## config.mk

```make
export PLATFORM = sky130hd
export DESIGN_NAME = fan_curve_interpolator_flat
export DESIGN_NICKNAME = d
export VERILOG_FILES = /design/src/rtl/core/fci_pkg.sv /design/src/rtl/core/fci_if.sv /design/src/rtl/core/fci_ram.sv /design/src/rtl/core/fci_ctrl.sv /design/src/rtl/core/fci_dp.sv /design/src/rtl/core/fan_curve_interpolator.sv /design/src/flat_wrapper.sv
export VERILOG_INCLUDE_DIRS = /design/src /design/src/rtl/core
export SDC_FILE = /design/constraint.sdc
export NUM_CORES = 2
export LEC_CHECK = 0
export BUFFER_PORTS_ARGS = -buffer_cell sky130_fd_sc_hd__buf_2
export CAP_MARGIN = 20
export CORE_ASPECT_RATIO = 1.5
export CORE_MARGIN = 10
export CORE_UTILIZATION = 40
export CTS_CLUSTER_SIZE = 20
export DETAILED_ROUTE_END_ITERATION = 8
export GPL_TIMING_DRIVEN = 0
export PLACE_DENSITY_LB_ADDON = 0.1
export RECOVER_POWER = 25
export SETUP_SLACK_MARGIN = 0.3
export SYNTH_ARGS = -nofsm -noshare
export SYNTH_HDL_FRONTEND = slang
export SYNTH_HIERARCHICAL = 1
export SYNTH_SLANG_ARGS = --single-unit
export TNS_END_PERCENT = 10
```

## constraint.sdc

```tcl
create_clock -name clk -period 15.5 [get_ports clk]
set_input_delay 3.1 -clock clk [delete_from_list [all_inputs] [get_ports clk]]
set_output_delay 3.1 -clock clk [all_outputs]
set_load 0.005 [all_outputs]
```

## src/rtl/core/fan_curve_interpolator_macros.svh

```systemverilog
// Assertion helpers shared by the fan curve interpolator modules.
// Each use expects signals named clk and arst_n in the enclosing module.
`ifndef FAN_CURVE_INTERPOLATOR_MACROS_SVH
`define FAN_CURVE_INTERPOLATOR_MACROS_SVH

// Condition and consequence in the same cycle, off while in reset
`define FCI_ASSERT_SAME(lbl, ante, cons, msg) \
	lbl: assert property (@(posedge clk) disable iff (!arst_n) (ante) |-> (cons)) \
		else $error(msg);

// Consequence must hold in the cycle after the condition
`define FCI_ASSERT_NEXT(lbl, ante, cons, msg) \
	lbl: assert property (@(posedge clk) disable iff (!arst_n) (ante) |=> (cons)) \
		else $error(msg);

`endif

```

## src/rtl/core/fci_pkg.sv

```systemverilog
package fci_pkg;

	// Table geometry
	localparam int POINTS     = 16;
	localparam int DUTY_STEP  = 16;  // power of two: divisions become shifts
	localparam int DUTY_SHIFT = $clog2(DUTY_STEP);
	localparam int IDX_W      = $clog2(POINTS);

	// Field widths
	localparam int OPCODE_W   = 2;
	localparam int ENTRY_W    = 4;
	localparam int SPEED_W    = 16;
	localparam int DEMAND_W   = 17;
	localparam int DUTY_W     = 8;
	localparam int CFG_IDX_W  = 2;
	localparam int CFG_DATA_W = 16;
	localparam int FRAC_W     = 16;

	// Datapath widths
	localparam int PROD_W      = SPEED_W + 1 + DEMAND_W + 1;   // (max-min)*demand
	localparam int T_W         = 36;                            // target, Q.16 signed
	localparam int ANUM_W      = T_W - 1;                       // |T - table[lo]<<16|
	localparam int N_W         = ANUM_W + 2;                    // 2|num| + den
	localparam int A_W         = N_W - (FRAC_W + 1);            // N / 2^17
	localparam int SLOPE_W     = SPEED_W - DUTY_SHIFT;          // |slope|
	localparam int QUO_W       = 9;                             // enough to reach saturation
	localparam int REM_W       = SLOPE_W;
	localparam int DIV_CNT_W   = $clog2(QUO_W);
	localparam int DUTY_CALC_W = 12;
	localparam int P2_W        = DUTY_SHIFT + 1 + SPEED_W + 1;  // f * (th - tl)

	localparam logic [IDX_W-1:0]     IDX_LAST = IDX_W'(POINTS - 1);
	localparam logic [DIV_CNT_W-1:0] DIV_LAST = DIV_CNT_W'(QUO_W - 1);

	// Opcodes
	localparam logic [OPCODE_W-1:0] OP_WRITE = 2'd0;
	localparam logic [OPCODE_W-1:0] OP_DUTY  = 2'd1;
	localparam logic [OPCODE_W-1:0] OP_SPEED = 2'd2;

	// Configuration register indexes
	localparam logic [CFG_IDX_W-1:0] CFG_MIN_SPEED  = 2'd0;
	localparam logic [CFG_IDX_W-1:0] CFG_MAX_SPEED  = 2'd1;
	localparam logic [CFG_IDX_W-1:0] CFG_START_DUTY = 2'd2;

	// Controller states
	typedef enum logic [4:0] {
		ST_IDLE, ST_MUL, ST_TGT, ST_CHK, ST_SRD, ST_SCMP, ST_RDL, ST_RDH,
		ST_SLP, ST_DEC, ST_ABS, ST_PREP, ST_DCHK, ST_DIV, ST_FIN1, ST_FIN2,
		ST_DONE
	} state_t;

	// Datapath operations
	typedef enum logic [4:0] {
		STEP_NONE, STEP_LOAD, STEP_MUL, STEP_TGT, STEP_SRD, STEP_SCMP,
		STEP_RDL, STEP_RDH, STEP_SLP, STEP_DEC, STEP_ABS, STEP_PREP,
		STEP_DCHK, STEP_DIV, STEP_FIN1, STEP_FIN2
	} step_t;

	typedef struct packed {
		step_t step;
		logic  out_load;
	} cmd_t;

	typedef struct packed {
		logic t_zero;     // target speed is zero
		logic more;       // search bracket still wider than one step
		logic more_nxt;   // same, for the bracket after this compare
		logic s_zero;     // slope truncates to zero
		logic op_speed;   // item is a speed-from-duty request
		logic div_last;   // last divider step
	} sts_t;

	function automatic logic [DUTY_W-1:0] sat_duty(input logic signed [DUTY_CALC_W-1:0] d);
		logic [DUTY_W-1:0] r;
		if (d < 0)
			r = '0;
		else if (d > $signed(DUTY_CALC_W'(255)))
			r = '1;
		else
			r = d[DUTY_W-1:0];
		return r;
	endfunction

endpackage

```

## src/rtl/core/fci_if.sv

```systemverilog
// Request channel: one table write or lookup per transfer
interface fci_req_if;
	import fci_pkg::*;
	logic                valid;
	logic                ready;
	logic [OPCODE_W-1:0] opcode;
	logic [ENTRY_W-1:0]  entry_index;
	logic [SPEED_W-1:0]  entry_speed;
	logic [DEMAND_W-1:0] demand;
	logic [DUTY_W-1:0]   duty_in;

	modport source (output valid, opcode, entry_index, entry_speed, demand, duty_in,
		input ready);
	modport sink (input valid, opcode, entry_index, entry_speed, demand, duty_in,
		output ready);
endinterface

// Result channel
interface fci_rsp_if;
	import fci_pkg::*;
	logic               valid;
	logic               ready;
	logic [DUTY_W-1:0]  duty_out;
	logic [SPEED_W-1:0] speed_out;

	modport source (output valid, duty_out, speed_out, input ready);
	modport sink (input valid, duty_out, speed_out, output ready);
endinterface

// Configuration write channel
interface fci_cfg_if;
	import fci_pkg::*;
	logic                  valid;
	logic                  ready;
	logic [CFG_IDX_W-1:0]  index;
	logic [CFG_DATA_W-1:0] data;

	modport source (output valid, index, data, input ready);
	modport sink (input valid, index, data, output ready);
endinterface

```

## src/rtl/core/fci_ram.sv

```systemverilog
module fci_ram #(
	parameter int WIDTH = 16,
	parameter int DEPTH = 16
) (
	input  logic                     clk,
	input  logic                     we,
	input  logic [$clog2(DEPTH)-1:0] waddr,
	input  logic [WIDTH-1:0]         wdata,
	input  logic                     re,
	input  logic [$clog2(DEPTH)-1:0] raddr,
	output logic [WIDTH-1:0]         rdata
);

	logic [WIDTH-1:0] mem_q [DEPTH];

	// One write port, one registered read port
	always_ff @(posedge clk) begin
		if (we)
			mem_q[waddr] <= wdata;
		if (re)
			rdata <= mem_q[raddr];
	end

endmodule

```

## src/rtl/core/fci_ctrl.sv

```systemverilog
`include "fan_curve_interpolator_macros.svh"

module fci_ctrl (
	input  logic                     clk,
	input  logic                     arst_n,
	input  logic                     req_valid,
	input  logic [fci_pkg::OPCODE_W-1:0] req_opcode,
	output logic                     req_ready,
	output logic                     rsp_valid,
	input  logic                     rsp_ready,
	input  fci_pkg::sts_t            sts,
	output fci_pkg::cmd_t            cmd
);
	import fci_pkg::*;

	state_t state_q, state_n;
	logic   out_valid_q;
	logic   slot_free;

	assign slot_free = !out_valid_q || rsp_ready;
	assign req_ready = (state_q == ST_IDLE);
	assign rsp_valid = out_valid_q;

	// State register
	always_ff @(posedge clk or negedge arst_n) begin
		if (!arst_n)
			state_q <= ST_IDLE;
		else
			state_q <= state_n;
	end

	// Output register occupancy
	always_ff @(posedge clk or negedge arst_n) begin
		if (!arst_n)
			out_valid_q <= 1'b0;
		else if (cmd.out_load)
			out_valid_q <= 1'b1;
		else if (rsp_ready)
			out_valid_q <= 1'b0;
	end

	// Next state
	always_comb begin
		state_n = state_q;
		case (state_q)
			ST_IDLE: begin
				if (req_valid) begin
					if (req_opcode == OP_DUTY)
						state_n = ST_MUL;
					else if (req_opcode == OP_SPEED)
						state_n = ST_RDL;
				end
			end
			ST_MUL:  state_n = ST_TGT;
			ST_TGT:  state_n = ST_CHK;
			ST_CHK: begin
				if (sts.t_zero)
					state_n = ST_DONE;
				else if (sts.more)
					state_n = ST_SRD;
				else
					state_n = ST_RDL;
			end
			ST_SRD:  state_n = ST_SCMP;
			ST_SCMP: state_n = sts.more_nxt ? ST_SRD : ST_RDL;
			ST_RDL:  state_n = ST_RDH;
			ST_RDH:  state_n = ST_SLP;
			ST_SLP:  state_n = ST_DEC;
			ST_DEC: begin
				if (sts.s_zero)
					state_n = ST_DONE;
				else if (sts.op_speed)
					state_n = ST_FIN2;
				else
					state_n = ST_ABS;
			end
			ST_ABS:  state_n = ST_PREP;
			ST_PREP: state_n = ST_DCHK;
			ST_DCHK: state_n = ST_DIV;
			ST_DIV:  state_n = sts.div_last ? ST_FIN1 : ST_DIV;
			ST_FIN1: state_n = ST_DONE;
			ST_FIN2: state_n = ST_DONE;
			ST_DONE: begin
				if (slot_free)
					state_n = ST_IDLE;
			end
			default: state_n = ST_IDLE;
		endcase
	end

	// Datapath commands
	always_comb begin
		cmd.step     = STEP_NONE;
		cmd.out_load = 1'b0;
		case (state_q)
			ST_IDLE: cmd.step = req_valid ? STEP_LOAD : STEP_NONE;
			ST_MUL:  cmd.step = STEP_MUL;
			ST_TGT:  cmd.step = STEP_TGT;
			ST_SRD:  cmd.step = STEP_SRD;
			ST_SCMP: cmd.step = STEP_SCMP;
			ST_RDL:  cmd.step = STEP_RDL;
			ST_RDH:  cmd.step = STEP_RDH;
			ST_SLP:  cmd.step = STEP_SLP;
			ST_DEC:  cmd.step = STEP_DEC;
			ST_ABS:  cmd.step = STEP_ABS;
			ST_PREP: cmd.step = STEP_PREP;
			ST_DCHK: cmd.step = STEP_DCHK;
			ST_DIV:  cmd.step = STEP_DIV;
			ST_FIN1: cmd.step = STEP_FIN1;
			ST_FIN2: cmd.step = STEP_FIN2;
			ST_DONE: cmd.out_load = slot_free;
			default: cmd.step = STEP_NONE;
		endcase
	end

	`FCI_ASSERT_SAME(a_no_overwrite, cmd.out_load, !out_valid_q || rsp_ready,
		"result loaded over an untaken result")
	`FCI_ASSERT_NEXT(a_div_runs, state_q == ST_DIV && !sts.div_last, state_q == ST_DIV,
		"divider left before its last step")
	`FCI_ASSERT_NEXT(a_duty_starts, req_valid && req_ready && req_opcode == OP_DUTY,
		state_q == ST_MUL, "duty request did not start with the target product")

endmodule

```

## src/rtl/core/fci_dp.sv

```systemverilog
`include "fan_curve_interpolator_macros.svh"

module fci_dp (
	input  logic                          clk,
	input  logic                          arst_n,
	input  fci_pkg::cmd_t                 cmd,
	output fci_pkg::sts_t                 sts,
	input  logic [fci_pkg::OPCODE_W-1:0]  opcode,
	input  logic [fci_pkg::ENTRY_W-1:0]   entry_index,
	input  logic [fci_pkg::SPEED_W-1:0]   entry_speed,
	input  logic [fci_pkg::DEMAND_W-1:0]  demand,
	input  logic [fci_pkg::DUTY_W-1:0]    duty_in,
	input  logic                          cfg_we,
	input  logic [fci_pkg::CFG_IDX_W-1:0] cfg_index,
	input  logic [fci_pkg::CFG_DATA_W-1:0] cfg_data,
	output logic [fci_pkg::DUTY_W-1:0]    duty_out,
	output logic [fci_pkg::SPEED_W-1:0]   speed_out
);
	import fci_pkg::*;

	// Configuration
	logic [SPEED_W-1:0] min_speed_q, max_speed_q;
	logic [DUTY_W-1:0]  start_duty_q;

	// Item and working registers
	logic                     op_speed_q;
	logic [DEMAND_W-1:0]      demand_q;
	logic [DUTY_SHIFT-1:0]    frac_q;
	logic [IDX_W-1:0]         lo_q, hi_q;
	logic signed [PROD_W-1:0] prod_q;
	logic signed [T_W-1:0]    t_q, num_q;
	logic [SPEED_W-1:0]       tl_q, th_q;
	logic [SLOPE_W-1:0]       as_q;
	logic                     s_neg_q, neg_q, big_q;
	logic [ANUM_W-1:0]        anum_q;
	logic [A_W-1:0]           a_q;
	logic [QUO_W-1:0]         abits_q, quo_q;
	logic [REM_W-1:0]         rem_q;
	logic [DIV_CNT_W-1:0]     cnt_q;
	logic signed [P2_W-1:0]   prod2_q;
	logic [DUTY_W-1:0]        res_duty_q, duty_out_q;
	logic [SPEED_W-1:0]       res_speed_q, speed_out_q;

	// Table memory
	logic               ram_we, ram_re;
	logic [IDX_W-1:0]   ram_raddr;
	logic [SPEED_W-1:0] ram_rdata;

	// Combinational helpers
	logic [DUTY_W-1:0]         start_idx, duty_idx;
	logic [IDX_W-1:0]          start_lo, duty_lo, mid, lo_n, hi_n;
	logic                      go_hi;
	logic signed [SPEED_W:0]   diff_ms, diff_rd, diff_tab;
	logic [SPEED_W:0]          mag_rd;
	logic signed [T_W-1:0]     t_sum;
	logic [N_W-1:0]            n_sum;
	logic [REM_W:0]            trial;
	logic                      qbit;
	logic [QUO_W-1:0]          qeff;
	logic signed [DUTY_CALC_W-1:0] base_d, q_d, duty_d;
	logic signed [P2_W-1:0]    speed_sum;

	assign ram_we = (cmd.step == STEP_LOAD) && (opcode == OP_WRITE)
		&& (32'(entry_index) < POINTS);

	fci_ram #(.WIDTH(SPEED_W), .DEPTH(POINTS)) u_table (
		.clk   (clk),
		.we    (ram_we),
		.waddr (entry_index[IDX_W-1:0]),
		.wdata (entry_speed),
		.re    (ram_re),
		.raddr (ram_raddr),
		.rdata (ram_rdata)
	);

	// Search bracket starts
	always_comb begin
		start_idx = start_duty_q >> DUTY_SHIFT;
		duty_idx  = duty_in >> DUTY_SHIFT;
		start_lo  = (32'(start_idx) > POINTS - 1) ? IDX_LAST : start_idx[IDX_W-1:0];
		duty_lo   = (32'(duty_idx) > POINTS - 1) ? IDX_LAST : duty_idx[IDX_W-1:0];
	end

	// Bisection step
	always_comb begin
		mid   = IDX_W'(({1'b0, lo_q} + {1'b0, hi_q}) >> 1);
		go_hi = $signed({{(T_W-SPEED_W-FRAC_W){1'b0}}, ram_rdata, {FRAC_W{1'b0}}}) >= t_q;
		lo_n  = go_hi ? lo_q : mid;
		hi_n  = go_hi ? mid : hi_q;
	end

	// Table read address
	always_comb begin
		ram_re    = 1'b0;
		ram_raddr = lo_q;
		case (cmd.step)
			STEP_SRD: begin
				ram_re    = 1'b1;
				ram_raddr = mid;
			end
			STEP_RDL: begin
				ram_re    = 1'b1;
				ram_raddr = lo_q;
			end
			STEP_RDH: begin
				ram_re    = 1'b1;
				ram_raddr = hi_q;
			end
			default: ram_re = 1'b0;
		endcase
	end

	// Arithmetic
	always_comb begin
		diff_ms  = $signed({1'b0, max_speed_q}) - $signed({1'b0, min_speed_q});
		t_sum    = $signed({{(T_W-SPEED_W-FRAC_W){1'b0}}, min_speed_q, {FRAC_W{1'b0}}})
			+ T_W'(prod_q);
		diff_rd  = $signed({1'b0, ram_rdata}) - $signed({1'b0, tl_q});
		mag_rd   = diff_rd < 0 ? $unsigned(-diff_rd) : $unsigned(diff_rd);
		diff_tab = $signed({1'b0, th_q}) - $signed({1'b0, tl_q});
		n_sum    = {1'b0, anum_q, 1'b0} + N_W'({as_q, {FRAC_W{1'b0}}});
		trial    = {rem_q, abits_q[QUO_W-1]};
		qbit     = trial >= {1'b0, as_q};
		qeff     = big_q ? '1 : quo_q;
		base_d   = $signed(DUTY_CALC_W'({lo_q, {DUTY_SHIFT{1'b0}}}));
		q_d      = $signed(DUTY_CALC_W'(qeff));
		duty_d   = neg_q ? base_d - q_d : base_d + q_d;
		speed_sum = $signed(P2_W'(tl_q)) + (prod2_q >>> DUTY_SHIFT);
	end

	// Configuration registers
	always_ff @(posedge clk or negedge arst_n) begin
		if (!arst_n) begin
			min_speed_q  <= '0;
			max_speed_q  <= '1;
			start_duty_q <= '0;
		end else if (cfg_we) begin
			case (cfg_index)
				CFG_MIN_SPEED:  min_speed_q  <= cfg_data[SPEED_W-1:0];
				CFG_MAX_SPEED:  max_speed_q  <= cfg_data[SPEED_W-1:0];
				CFG_START_DUTY: start_duty_q <= cfg_data[DUTY_W-1:0];
				default: ;
			endcase
		end
	end

	// Working registers
	always_ff @(posedge clk) begin
		case (cmd.step)
			STEP_LOAD: begin
				op_speed_q  <= (opcode == OP_SPEED);
				demand_q    <= demand;
				frac_q      <= duty_in[DUTY_SHIFT-1:0];
				res_duty_q  <= '0;
				res_speed_q <= '0;
				if (opcode == OP_SPEED) begin
					lo_q <= duty_lo;
					hi_q <= (duty_lo == IDX_LAST) ? IDX_LAST : duty_lo + IDX_W'(1);
				end else begin
					lo_q <= start_lo;
					hi_q <= IDX_LAST;
				end
			end
			STEP_MUL: prod_q <= diff_ms * $signed({1'b0, demand_q});
			STEP_TGT: t_q <= t_sum;
			STEP_SCMP: begin
				lo_q <= lo_n;
				hi_q <= hi_n;
			end
			STEP_RDH: tl_q <= ram_rdata;
			STEP_SLP: begin
				th_q    <= ram_rdata;
				as_q    <= mag_rd[SPEED_W-1:DUTY_SHIFT];
				s_neg_q <= diff_rd < 0;
			end
			STEP_DEC: begin
				num_q   <= t_q - $signed({{(T_W-SPEED_W-FRAC_W){1'b0}}, tl_q, {FRAC_W{1'b0}}});
				prod2_q <= $signed({1'b0, frac_q}) * diff_tab;
				// flat segment answers, replaced later when the slope is non-zero
				if (op_speed_q)
					res_speed_q <= tl_q;
				else
					res_duty_q <= sat_duty(base_d);
			end
			STEP_ABS: begin
				anum_q <= num_q < 0 ? ANUM_W'(-num_q) : ANUM_W'(num_q);
				neg_q  <= (num_q < 0) ^ s_neg_q;
			end
			STEP_PREP: a_q <= n_sum[N_W-1:FRAC_W+1];
			STEP_DCHK: begin
				// quotients of 512 and up saturate the duty either way
				big_q   <= {1'b0, a_q} >= {as_q, {QUO_W{1'b0}}};
				rem_q   <= REM_W'(a_q[A_W-1:QUO_W]);
				abits_q <= a_q[QUO_W-1:0];
				quo_q   <= '0;
				cnt_q   <= '0;
			end
			STEP_DIV: begin
				rem_q   <= qbit ? REM_W'(trial - {1'b0, as_q}) : trial[REM_W-1:0];
				quo_q   <= {quo_q[QUO_W-2:0], qbit};
				abits_q <= {abits_q[QUO_W-2:0], 1'b0};
				cnt_q   <= cnt_q + DIV_CNT_W'(1);
			end
			STEP_FIN1: res_duty_q <= sat_duty(duty_d);
			STEP_FIN2: res_speed_q <= speed_sum[SPEED_W-1:0];
			default: ;
		endcase
	end

	// Output payload register
	always_ff @(posedge clk) begin
		if (cmd.out_load) begin
			duty_out_q  <= res_duty_q;
			speed_out_q <= res_speed_q;
		end
	end

	assign duty_out  = duty_out_q;
	assign speed_out = speed_out_q;

	// Status
	always_comb begin
		sts.t_zero   = (t_q == '0);
		sts.more     = (hi_q - lo_q) > IDX_W'(1);
		sts.more_nxt = (hi_n - lo_n) > IDX_W'(1);
		sts.s_zero   = (as_q == '0);
		sts.op_speed = op_speed_q;
		sts.div_last = (cnt_q == DIV_LAST);
	end

	`FCI_ASSERT_SAME(a_bracket_open, cmd.step == STEP_SCMP, hi_q > lo_q + IDX_W'(1),
		"search compare on a closed bracket")

endmodule

```

## src/rtl/core/fan_curve_interpolator.sv

```systemverilog
// Fan curve interpolator: a table of measured fan speeds, one per duty step.
// Channels (valid/ready, transfer when both high):
//   req - opcode 0 writes table entry entry_index with entry_speed;
//         opcode 1 turns a demand fraction into a duty; opcode 2 turns duty_in
//         into a speed; opcode 3 is dropped. Opcodes 1 and 2 give one result.
//   rsp - duty_out / speed_out; the unused field of a result reads zero.
//   cfg - writes min_speed (0), max_speed (1), start_duty (2); always ready.
// One item is worked on at a time; req is ready only while the controller
// is idle. A write completes on its transfer. Speed from duty reads the two
// segment entries and interpolates; a flat segment returns the lower entry.
// Duty from demand: a bisection of up to four halvings, each a read and a
// compare, then a nine-step restoring divider; a zero target skips both.
// Results sit in an output register: the next request is taken while a
// result waits, and a finished item holds in its last state until rsp frees.
// Reset restores the register defaults and empties the output; table
// entries keep no reset value and must be written before they are used.
module fan_curve_interpolator (
	input logic       clk,
	input logic       arst_n,
	fci_req_if.sink   req,
	fci_rsp_if.source rsp,
	fci_cfg_if.sink   cfg
);
	import fci_pkg::*;

	cmd_t cmd;
	sts_t sts;

	assign cfg.ready = 1'b1;

	fci_ctrl u_ctrl (
		.clk        (clk),
		.arst_n     (arst_n),
		.req_valid  (req.valid),
		.req_opcode (req.opcode),
		.req_ready  (req.ready),
		.rsp_valid  (rsp.valid),
		.rsp_ready  (rsp.ready),
		.sts        (sts),
		.cmd        (cmd)
	);

	fci_dp u_dp (
		.clk         (clk),
		.arst_n      (arst_n),
		.cmd         (cmd),
		.sts         (sts),
		.opcode      (req.opcode),
		.entry_index (req.entry_index),
		.entry_speed (req.entry_speed),
		.demand      (req.demand),
		.duty_in     (req.duty_in),
		.cfg_we      (cfg.valid),
		.cfg_index   (cfg.index),
		.cfg_data    (cfg.data),
		.duty_out    (rsp.duty_out),
		.speed_out   (rsp.speed_out)
	);

endmodule
```

## src/flat_wrapper.sv

```systemverilog
// flat-port wrapper written by rule: the top's interface ports become plain ports
module fan_curve_interpolator_flat import fci_pkg::*;
  (clk, arst_n, req_valid, req_opcode, req_entry_index, req_entry_speed, req_demand, req_duty_in, req_ready, rsp_valid, rsp_duty_out, rsp_speed_out, rsp_ready, cfg_valid, cfg_index, cfg_data, cfg_ready);
  fci_req_if req_i ();
  fci_rsp_if rsp_i ();
  fci_cfg_if cfg_i ();
  input logic clk;
  input logic arst_n;
  input wire logic [$bits(req_i.valid)-1:0] req_valid;
  input wire logic [$bits(req_i.opcode)-1:0] req_opcode;
  input wire logic [$bits(req_i.entry_index)-1:0] req_entry_index;
  input wire logic [$bits(req_i.entry_speed)-1:0] req_entry_speed;
  input wire logic [$bits(req_i.demand)-1:0] req_demand;
  input wire logic [$bits(req_i.duty_in)-1:0] req_duty_in;
  output wire logic [$bits(req_i.ready)-1:0] req_ready;
  output wire logic [$bits(rsp_i.valid)-1:0] rsp_valid;
  output wire logic [$bits(rsp_i.duty_out)-1:0] rsp_duty_out;
  output wire logic [$bits(rsp_i.speed_out)-1:0] rsp_speed_out;
  input wire logic [$bits(rsp_i.ready)-1:0] rsp_ready;
  input wire logic [$bits(cfg_i.valid)-1:0] cfg_valid;
  input wire logic [$bits(cfg_i.index)-1:0] cfg_index;
  input wire logic [$bits(cfg_i.data)-1:0] cfg_data;
  output wire logic [$bits(cfg_i.ready)-1:0] cfg_ready;
  assign req_i.valid = req_valid;
  assign req_i.opcode = req_opcode;
  assign req_i.entry_index = req_entry_index;
  assign req_i.entry_speed = req_entry_speed;
  assign req_i.demand = req_demand;
  assign req_i.duty_in = req_duty_in;
  assign req_ready = req_i.ready;
  assign rsp_valid = rsp_i.valid;
  assign rsp_duty_out = rsp_i.duty_out;
  assign rsp_speed_out = rsp_i.speed_out;
  assign rsp_i.ready = rsp_ready;
  assign cfg_i.valid = cfg_valid;
  assign cfg_i.index = cfg_index;
  assign cfg_i.data = cfg_data;
  assign cfg_ready = cfg_i.ready;
  fan_curve_interpolator u_core (.clk(clk), .arst_n(arst_n), .req(req_i), .rsp(rsp_i), .cfg(cfg_i));
endmodule
```

# Word-level counts from Yosys, hierarchy flattened
# Memories as Yosys holds them, arrays and structs flattened. A register that Yosys moved wholly into a read port is not among the register bits.
# Index checks and enable logic that the tools add are counted.
# classes
mul	2
muxes	46
n_lt_le_gt_ge	13
n_reduce_logical	21
bitwise_logic	1
addsub	17
n_eq_ne	42
# ops
cell	count
== test 5 x 4 -> 1 bit, second input constant	16
case mux 5 bit (16 select lines)	1
case mux 4 bit (15 select lines)	1
subtractor 16 x 16 -> 17 bit	3
case mux 16 bit (3 select lines)	1
== test 5 x 3 -> 1 bit, second input constant	8
2-to-1 mux 8 bit	5
adder 36 x 28 -> 37 bit	1
adder 33 x 35 -> 36 bit	1
greater-or-equal comparator 33 x 36 -> 1 bit	1
zero test 36 bit	1
less-than comparator 36 x 1 -> 1 bit, second input constant	1
case mux 9 bit (2 select lines)	2
subtractor 36 x 33 -> 36 bit	1
multiplier 17 x 18 -> 35 bit	1
2-to-1 mux 35 bit	1
negation 35 bit	1
2-to-1 mux 16 bit	2
case mux 4 bit (2 select lines)	4
2-to-1 mux 5 bit	6
2-to-1 mux 4 bit	7
2-to-1 mux 12 bit	2
case mux 12 bit (2 select lines)	1
case mux 8 bit (3 select lines)	1
other kinds (44)	73
# word_totals
word_cells	173
ramBits	256
output_inout_bits	27
register_bits	387
mem_count	1
# memory_table
name	words	width	read_ports	rd_clocked_by_memory_dff	write_ports	line	source
u_core.u_dp.u_table.mem_q	16	16	1	1	1	fci_ram.sv:14	logic [WIDTH-1:0] mem_q [DEPTH];

# Depth between registers and ports, before layout
# depth
ltp_word	7
ltp_mapped	34
ltp_nobuf	33

# Modules after synthesis
# Netlist, hierarchy kept.
# modules_own_cells
module	cells_each	instances	area_per_inst_um2	seq_area_each_um2
fci_dp	3137	1	31906.9	10590.2
fci_ram	432	1	10202.3	8167.8
fci_ctrl	73	1	595.6	150.1
fan_curve_interpolator	2	1	11.3	0.0

# Least setup slack after synthesis
# OpenSTA, ideal clock, no wires.
# synth_timing
path_kind	reg-to-reg
from	register u_core.u_dp.min_speed_q[1]
to	register u_core.u_dp.prod_q[31], data pin
t_required_ns	15.241
slack_ns	7.223
stages_incl_launch_ff	31
arrival_time_ns	8.017
n_path_buf	1
period_less_slack_ns	8.277
cell_sequence	dfrtp_1 > inv_1 > ha_1 > a21o_1 > a21oi_1 > o21bai_1 > a31o_2 > a211oi_1 > nor2_1 > o311ai_1 > clkbuf_1 > nand2_1 > fa_1 > inv_1 > fa_1 > fa_1 > fa_1 > fa_1 > inv_1 > fa_1 > inv_1 > ha_1 > a21o_1 > a21o_1 > a21oi_1 > o311ai_1 > o31ai_1 > o211ai_1 > a211o_1 > a21oi_1 > xnor2_1
# synth_via
elab_chain_len	2
# synth_lines
item	line	source
start: declaration	fci_dp.sv:22	logic [SPEED_W-1:0] min_speed_q, max_speed_q;
start signal: assignment	fci_dp.sv:139	CFG_MIN_SPEED: min_speed_q <= cfg_data[SPEED_W-1:0];
subtractor 16 x 16 -> 17 bit	fci_dp.sv:115	diff_ms = $signed({1'b0, max_speed_q}) - $signed({1'b0, min_speed_q});
multiplier 17 x 18 -> 35 bit	fci_dp.sv:164	STEP_MUL: prod_q <= diff_ms * $signed({1'b0, demand_q});
end signal: assignment	fci_dp.sv:164	
end: declaration	fci_dp.sv:30	logic signed [PROD_W-1:0] prod_q;
# No other way between the ends.
# A chain may end at the register's enable or synchronous reset.

# Final worst setup path
# layout_timing
from	register u_core.u_dp.max_speed_q[2]
to	register u_core.u_dp.prod_q[34], data pin
# layout_via
elab_chain_len	2
# layout_lines
item	line	source
start: declaration	fci_dp.sv:22	
start signal: assignment	fci_dp.sv:140	CFG_MAX_SPEED: max_speed_q <= cfg_data[SPEED_W-1:0];
subtractor 16 x 16 -> 17 bit	fci_dp.sv:115	
multiplier 17 x 18 -> 35 bit	fci_dp.sv:164	
# No other way between the ends.

==> metrics.md <==
| Metric | Value |
|---|---|
| Ant diodes | 0 |
| Synth warnings | 6 |
| Slowest stage delay, CP | just over 0.8 ns |
| Hold Buf Count CTS | 0 |
| I/O pin total | 97 |
| Gr ovfl total | 0 |
| Post-cts resize count | 0 |
| Reg2reg path depth | 30 |
| Final #Nets | about 4,500 |
| Seq/Total Area, Yosys | 0.443 |
| WP data required | 15.93 ns |
| Number of synthesized register bits | 636 |
| Slew at the pin closest to its max-slew limit | between 2 and 2.5 ns |
| H-tree depth | 3 |
| Max-Cap Viols | 1 |
| Fmax | approximately 0.1 GHz |
| Arr. time, crit path | roughly 11 ns |
| Largest net degree at the start of global routing | 62 |
| Gpl congestion | 0.846 |
| Antenna Violating Nets Remaining | 0 |
| Die Span X | between 200 and 300 um |
| Fin. max-slew vios | 34 |
| Setup ws final | 5.33 ns |
| Synth Cell Area | 42,700 sq um |
| Reg-to-Reg Start | u_core/u_dp/max_speed_q[2] |
| Via density | around 5.2 |
| GRT Total Usage | 0.187 |
| DRT Wirelength | between 100,000 and 150,000 um |
| Mapped Avg Cell Area | ~12 sq um |
| Worst-Skew Late Latency | around 0.67 ns |
| Tmin final | between 10 and 15 ns |
| Hold path start | u_core/u_dp/prod_q[4] |
| DRC viols | 0 |
| Slowest-stage cell, CP | xor2_1 |
| Unrepaired setup endpoints after global routing | no |
| CTS sink cnt | about 640 |
| Die Y-Extent | about 420 um |
| Count leader, synth | edfxtp_1 |
| Setup tns final | 0 ns |
| PortBufs | 95 |
| Leading area contributor after synthesis | edfxtp_1 |
| Hold Violations, Final | 0 |
| Area grow syn2layout | 11.9% |
| Synth Net Count | between 4,000 and 5,000 |
| CTS tree | yes |
| Critical path capture point type | flip-flop |
| Count of cell types in the netlist | between 90 and 100 |
| Top cell by count, worst path | fa_1 |
| Final setup viols | 0 |
| Worst hold endpoint | u_core/u_dp/t_q[4] |
| Die ar. | 121,000 sq um |
| Initial Util | 0.404 |
| Reg-to-Reg End | u_core/u_dp/prod_q[34] |
| Clock skew | roughly 0.037 ns |
| Register Area | between 15,000 and 20,000 sq um |
| Post-synth top flop | edfxtp_1 |
| Yosys top cell area share | 0.418 |
| Reg2reg setup slack | roughly 5.3 ns |
| Multi-input logic area | 21,700 sq um |
| # rows | 146 |
| Core box area | between 100,000 and 150,000 sq um |
| Setup Fix Bufs, Post-CTS | 0 |
| DP HPWL | ~88,000 um |
| Drt pass-1 iters | 5 |
| Number of enable flip-flop cells after synthesis | 594 |
| Worst Hold Depth | 0 |
| Failing checks | max-capacitance violations, max-slew violations |
| Async set-reset flop share out of synthesis | 0.0660 |
| Initial antenna violation count | 7 |
| Crit Path Max Fanout | 10 |
| Share of layout cells above drive strength 1 | 0.104 |
| Vias in the first global route | roughly 29,000 |
| TritonCTS buffer count | 67 |
| Hold Path Class | reg2reg |
| Fillers | 9,854 |
| Startpoint Class | flip-flop |
| Clk buf depth | 3 |
| Wire per inst | about 21 um |
| Setup CP Type | reg2reg |
| Vias | 27,600 |
| Setup WS pre-CTS | 5.23 ns |
| Reg clk slew, reported paths | about 0.06 ns |
| Post-synth top cells | edfxtp_1 (594), inv_1 (472), nand2_1 (334), ha_1 (332), fa_1 (267) |
| Clock root buffer | clkbuf_16 |
| Worst relative slew slack | -0.371 |
| Fin crit share | 0.656 |
| Status | finished, violations left |
| First-pass GRT wire length | between 150,000 and 200,000 um |
| Dominant cells by area after synthesis | edfxtp_1 (42%), fa_1 (13%), ha_1 (9.7%), inv_1 (4.1%), xnor2_1 (3.0%) |
| Cell count after synthesis | 3,644 |
| DR iter-0 viols | about 1,500 |
worst max-delay path by stage:
stage                              to  depth (start not counted)                       start  slack (ns)
2_1_floorplan  u_core/u_dp/prod_q[31]                         30  u_core/u_dp/min_speed_q[1]        7.22
3_3_place_gp   u_core/u_dp/prod_q[32]                         29  u_core/u_dp/min_speed_q[1]        4.88
3_5_place_dp   u_core/u_dp/prod_q[32]                         29  u_core/u_dp/max_speed_q[2]        5.23
4_1_cts        u_core/u_dp/prod_q[32]                         29  u_core/u_dp/max_speed_q[2]        5.22
5_1_grt        u_core/u_dp/prod_q[32]                         29  u_core/u_dp/min_speed_q[1]        4.48
6_report       u_core/u_dp/prod_q[34]                         30  u_core/u_dp/max_speed_q[2]        5.33
kinds of logic (layout without fill, tap and decap cells):
family	Yosys count	in the layout	synth area share
xor gates and xnor gates	191	191	0.0392
muxes	93	93	0.0421
buffers and inverters	568	824	0.0519
AOI/OAI and AO/OA	553	553	0.0850
and+or+nand+nor	1002	1002	0.117
adders and majority gates	599	599	0.222
other	2	2	0.000176
DFF	636	636	0.443
cell type report:
class                   count  area share
plain buffers              96     0.00932
well taps                1406      0.0368
flip-flops and latches    636       0.396
repair buffers            139      0.0217
inverters                 472      0.0371
clock inverters            34     0.00898
clock buffers              83      0.0368
multi-input cells        2440       0.454
state kept, by name, indices dropped and copies added, names as in the netlist, 17 cells and up:
register and cells:
u_core/u_dp/a_q 20, u_core/u_dp/anum_q 20, u_core/u_dp/u_table/mem_q 256, u_core/u_dp/num_q 36
u_core/u_dp/t_q 36, u_core/u_dp/demand_q 17, u_core/u_dp/prod_q 35
critical path: cells and delay by family, from the launching register on:
family | cells | cell delay (ns)
adder cells (fa/ha/maj) | 8 | 3.71
AO/OA/AOI/OAI | 9 | 2.68
XOR/XNOR | 1 | 0.81
AND/OR/NAND/NOR | 7 | 1.33
buffers and inverters | 5 | 0.91
flip-flops | 1 | 0.53
routing by layer:
| layer | GRT usage | part of all wire |
|---|---|---|
| met2 | 0.350 | 0.54 |
| met3 | 0.0234 | 0.033 |
| met4 | 0.0651 | 0.033 |
| met5 | 0 | 0.00054 |
| met1 | 0.214 | 0.40 |
per-stage QoR:
stage	instance area (sq um)	hold slack, ns	std cells	utilization
4_1_cts	47800	0.383	5303	0.452
5_1_grt	47800	0.400	5306	0.452
2_1_floorplan	42700	0.400	3644	-
3_5_place_dp	45700	0.405	5186	0.432
3_3_place_gp	45000	0.401	5145	0.425
6_report	47800	0.391	5306	0.452
layout by cell type, fill, tap and decap left out, drive strengths merged, types with 29 or more instances in the layout:
cell | Yosys | routed
nor2b | 70 | 70
and2 | 135 | 135
clkbuf | 74 | 172
fa | 267 | 267
a21o | 51 | 51
nand3 | 39 | 39
a22oi | 35 | 35
ha | 332 | 332
xor2 | 44 | 44
edfxtp | 594 | 594
a21oi | 142 | 142
mux4 | 64 | 64
nand2 | 334 | 334
o21ai | 113 | 113
nor3 | 59 | 59
o21a | 30 | 30
inv | 472 | 477
xnor2 | 147 | 147
nand2b | 29 | 29
buf | 22 | 146
nor2 | 187 | 187
Power is not shown: default switching activity piles up to over one toggle a cycle in this logic, so the estimate is an artifact.
